$ cat config.mk
export PLATFORM = sky130hd
export DESIGN_NAME = swks_ctrl
export DESIGN_NICKNAME = d
export VERILOG_FILES = /design/src/design/swks_pkg.sv /design/src/design/swks_ctrl.sv
export SDC_FILE = /design/constraint.sdc
export NUM_CORES = 1
export LEC_CHECK = 0
export ABC_CLOCK_PERIOD_IN_PS = 2000
export BUFFER_PORTS_ARGS = -buffer_cell sky130_fd_sc_hd__buf_2
export CORE_AREA = 2 2 39 41
export CTS_CLUSTER_DIAMETER = 40
export DETAILED_ROUTE_END_ITERATION = 8
export DIE_AREA = 0 0 41 43
export GPL_TIMING_DRIVEN = 0
export HOLD_SLACK_MARGIN = 0.05
export SLEW_MARGIN = 20
export SYNTH_ARGS = -nofsm -noshare
export SYNTH_HDL_FRONTEND = slang
export SYNTH_SLANG_ARGS = --single-unit
$ cat constraint.sdc
create_clock -name aclk -period 2 [get_ports aclk]
set_input_delay 0.4 -clock aclk [delete_from_list [all_inputs] [get_ports aclk]]
set_output_delay 0.4 -clock aclk [all_outputs]
set_load 0.005 [all_outputs]
$ cat src/design/swks_pkg.sv
// Package for the sliding-window rank-order filter.
// Holds state type, register indexes and default sizes; no dependencies.
package swks_pkg;
    localparam int WindowMaxDefault   = 64;
    localparam int SampleWidthDefault = 32;
    localparam int CfgIndexWidth      = 1;
    localparam int CfgDataWidth       = 7;
    localparam logic [CfgIndexWidth-1:0] CFG_WINDOW_LEN = 1'b0;
    localparam logic [CfgIndexWidth-1:0] CFG_RANK       = 1'b1;

    typedef enum logic [1:0] {
        ST_IDLE,
        ST_SHIFT,
        ST_OUT
    } state_t;

    typedef struct packed {
        logic load;    // capture sample, compute remove/insert
        logic commit;  // update cells, ring, pointers
        logic clear;   // restart window
    } cmd_t;

    typedef struct packed {
        logic full;    // window full after commit
    } stat_t;
endpackage

$ cat src/design/swks_ctrl.sv
// Controller for the rank-order filter: sequences load, commit and output.
// Depends on swks_pkg.
module swks_ctrl
    import swks_pkg::*;
(
    input  logic  aclk,
    input  logic  aresetn,
    input  logic  s_valid,
    output logic  s_ready,
    output logic  m_valid,
    input  logic  m_ready,
    input  logic  cfg_clear,
    output cmd_t  cmd,
    input  stat_t stat
);
    state_t state_reg, state_next;

    always_ff @(posedge aclk) begin
        if (!aresetn) begin
            state_reg <= ST_IDLE;
        end else begin
            state_reg <= state_next;
        end
    end

    always_comb begin
        state_next = state_reg;
        s_ready    = 1'b0;
        m_valid    = 1'b0;
        cmd        = '0;
        cmd.clear  = cfg_clear;
        unique case (state_reg)
            ST_IDLE: begin
                s_ready = 1'b1;
                if (s_valid) begin
                    cmd.load   = 1'b1;
                    state_next = ST_SHIFT;
                end
            end
            ST_SHIFT: begin
                cmd.commit = 1'b1;
                state_next = ST_OUT;
            end
            ST_OUT: begin
                if (!stat.full) begin
                    state_next = ST_IDLE;
                end else begin
                    m_valid = 1'b1;
                    if (m_ready) begin
                        state_next = ST_IDLE;
                    end
                end
            end
            default: state_next = ST_IDLE;
        endcase
    end
endmodule

== Word level (Yosys, flattened, before mapping) ==
Index checks and enable logic that the tools add are counted.
Cells by class
  reductions and logical operators: 2
  multiplexer cells: 10
  multipliers: 0
  equality and inequality tests: 4
  bitwise logic cells: 0
  divide/modulo/power cells: 0
  add/subtract/negate cells: 0
  shifts and indexed selects: 0
  magnitude comparators: 0
Operator list (count)
  $mux 1: 6
  $mux 2: 3
  $pmux 2 s3: 1
  $ne 3x3->1 const B: 1
  $eq 2x1->1 const B: 1
  $eq 2x2->1 const B: 1
  $logic_not 2->1: 1
  $ne 2x2->1 const B: 1
  $reduce_and 2->1: 1
Storage, ports and cells
  memories: 0
  bits of input ports: 6
  RAM bits: 0
  latch bits: 0
  memory bits (read-only): 0
  flip-flop bits (word level): 2
  output and inout bits: 5

== Depth between registers and ports, before layout ==
  depth in word-level cells: 3
  gate-level depth with buffers: 2

== Worst setup path before layout ==
Ideal clock, no wire load.
  path type: input to output
  from: input port s_valid
  to: output port cmd[2] (netlist bit)
  arrival time: 566 ps
  data required time: 1600 ps
  path buffers: 0
  cell stages on the path: 1
  setup slack: 1034 ps
  path through: nor3b_2
On the way
  cells in the longest elaborated chain, start to end: 2
RTL lines
  from (decl): line swks_ctrl.sv:8  | input logic s_valid,
  $mux 1: line swks_ctrl.sv:35  | if (s_valid) begin
  $mux 1: line swks_ctrl.sv:32  | unique case (state_reg)
  to (decl): line swks_ctrl.sv:13  | output cmd_t cmd,
Every way passes these cells.

==> summary.txt <==
Outcome
  – Status: finished, final reports clean

Drt
  – Post-route ant nets: 0
  – DRC Markers: 0
  – WL per Instance: 6.79 µm
  – Initial DRC count: 0
  – Vias per Instance: about 3
  – Drt total wl: ~270 µm
  – Via count: roughly 120
  – Drt pass-1 iters: 1

Timing
  – Fin crit period: between 1 and 1.5 ns
  – Fin. Hold Viols: 0
  – Slew Viols, Final: 0
  – Worst-margin pin slew: 0.164 ns
  – Setup slack after layout: just under 0.7 ns
  – Clk_skew: between 0.0001 and 0.00015 ns
  – Endpoints failing setup: 0
  – Hold_ws: just under 0.4 ns
  – Achievable Freq: 755 MHz
  – Crit share post-route: 66.2%
  – Slew HR: a little under 90%
  – RSZ-0062 raised after global routing: no
  – Setup TNS: 0 ns

Place
  – Cell Area, Placed: approximately 170 µm²
  – Pre-CTS WS: roughly 0.8 ns
  – Gp weighted congestion: roughly 0.47
  – Post-Place Cells: 36
  – Buffers on Ports: 9

Setup path
  – Crit path depth: 2
  – CP max stage cell: dfxtp_1
  – Worst Setup SP: state_reg[1]$_SDFFE_PN0P_
  – Critical path data required time: ~1.6 ns
  – Crit start category: flop
  – R2r startpoint: state_reg[1]$_SDFFE_PN0P_
  – Cell Chain, Critical Path: and2b_4 > buf_2
  – CP endpoint: cmd[1]
  – Crit path max-delay family: flip-flops
  – Setup CP Type: reg -> out
  – Crit end category: output pin
  – Worst R2R End: state_reg[1]$_SDFFE_PN0P_
  – Register-to-Register Path Depth: 2
  – Buf/Inv on CP: 1
  – Crit path DAT: around 0.92 ns
  – R2r setup slk: ~1.1 ns
  – Max incr delay on CP: approximately 0.38 ns
  – CP Max Fanout: 5

Clock network
  – Clk slew on worst S/H paths: about 0.03 ns
  – Clk Latency, worst-skew pair: 0.22 ns
  – Hold buffer count at CTS: 0
  – Root buf cell: clkbuf_4
  – CTS max path bufs: 2
  – Post-CTS setup buffers: 0
  – CTS Sinks: 2
  – CTS tree: built
  – Post-cts resize count: 0
  – Total CTS buffers: 3
  – H-tree levels: 1

Synth
  – Unique cell type count in the Yosys netlist: 9
  – Register area share after synthesis: 37.2%
  – Post-Syn Area per Cell: 9.78 µm²
  – Post-synthesis cell area: 108 µm²
  – Synth Net Count: 17
  – Post-Synthesis Cells: 11
  – Post-synthesis register bit count: 2
  – Yosys warnings: 0

Die
  – Initial Utilization: 7.78%
  – Die Ht: 43 µm
  – Num rows: 14
  – Die Span X: approximately 40 µm
  – IO Count: 11
  – Die area: ~1800 µm²
  – Core area: around 1400 µm²

Final layout
  – Core Util, Final: between 10% and 20%
  – Commonest cells after routing, fill and taps aside: buf_2, clkbuf_4, nor2_1, dfxtp_1
  – Final net count: 31
  – Max reg flops: 2
  – Reg area: around 40 µm²
  – Fin cells: 39
  – Area growth from synthesis to layout: 81.4%
  – # fillers: roughly 160
  – N_diodes: 0
  – Most common cell after layout, fill and taps aside: buf_2
  – Layout cell share with drive strength beyond 1: between 60 and 70%
  – Multi-input gate area: approximately 60 µm²
  – Fin area: a little under 200 µm²

Global route
  – Gr ovfl total: 0
  – GR Util met1: under 10%
  – Via count of the first global-routing pass: 108
  – Met2 Use GR: 4.69%
  – Gr usage total: 3.70%
  – Largest net degree at the start of global routing: 6
  – Initial antenna violation count: 0
  – M3 GR Usage: 4.71%
  – Global-route wire length before repair: around 320 µm
  – GRT Max-Usage Layer: met4

Power and ir drop
  – Total power: between 0.15 and 0.2 mW
  – Leak Pwr: 0.0991 nW
  – Pwr/cell area: between 700 and 800 nW/µm²
  – Worst ir drop on vdd: just over 0.07 mV

Hold path
  – Worst hold-check path type: in -> reg

Flow run
  – Max-cap violations: 0
-- how the worst min path moves through the flow --
| stage | from | slack, ns | end | depth (start not counted) |
|---|---|---|---|---|
| 3_3_place_gp | aresetn | 0.62 | state_reg[1]$_SDFFE_PN0P_ | 2 |
| 5_1_grt | aresetn | 0.40 | state_reg[0]$_SDFFE_PN0P_ | 2 |
| 3_5_place_dp | aresetn | 0.62 | state_reg[1]$_SDFFE_PN0P_ | 2 |
| 2_1_floorplan | aresetn | 0.52 | state_reg[1]$_SDFFE_PN0P_ | 1 |
| 4_1_cts | aresetn | 0.38 | state_reg[1]$_SDFFE_PN0P_ | 2 |
| 6_report | aresetn | 0.39 | state_reg[1]$_SDFFE_PN0P_ | 2 |
-- power breakdown --
group	internal, mW	switching, mW
sequential	0.0425	0.00274
clock	0.0661	0.0219
combinational	0.0138	0.00650
total	0.122	0.0311
-- cells by family after synthesis --
logic type	count (synthesis)	share of synthesized area (%)
and+or+nand+nor	7	48.8
AOI/OAI and AO/OA	1	6.98
buffers and inverters	1	6.98
DFF	2	37.2
-- cell usage after synthesis (all sizes together) --
cell    number  share of area, %
dfxtp        2                37
and4bb       1                12
nor2         2               7.0
o21a         1               7.0
buf          1               7.0
nand2        1               3.5
nor3b        1                12
and2         1               5.8
and2b        1               9.3
-- cell type report --
cell class	count	area share, %
Clock buffer	3	11.5
Sequential cell	2	20.5
Buffer	1	3.85
Multi-Input combinational cell	8	30.8
Tap cell	16	10.3
Timing Repair Buffer	9	23.1
-- routing by layer --
metal | share of wire, % | up-vias | wire length [µm]
met5 | 0 | - | 0
li1 | - | 61 | -
met1 | 28 | 46 | 75
met3 | 25 | 0 | 66
met2 | 46 | 10 | 122
met4 | 0 | 0 | 0
Power figures use the tool's default switching activity.
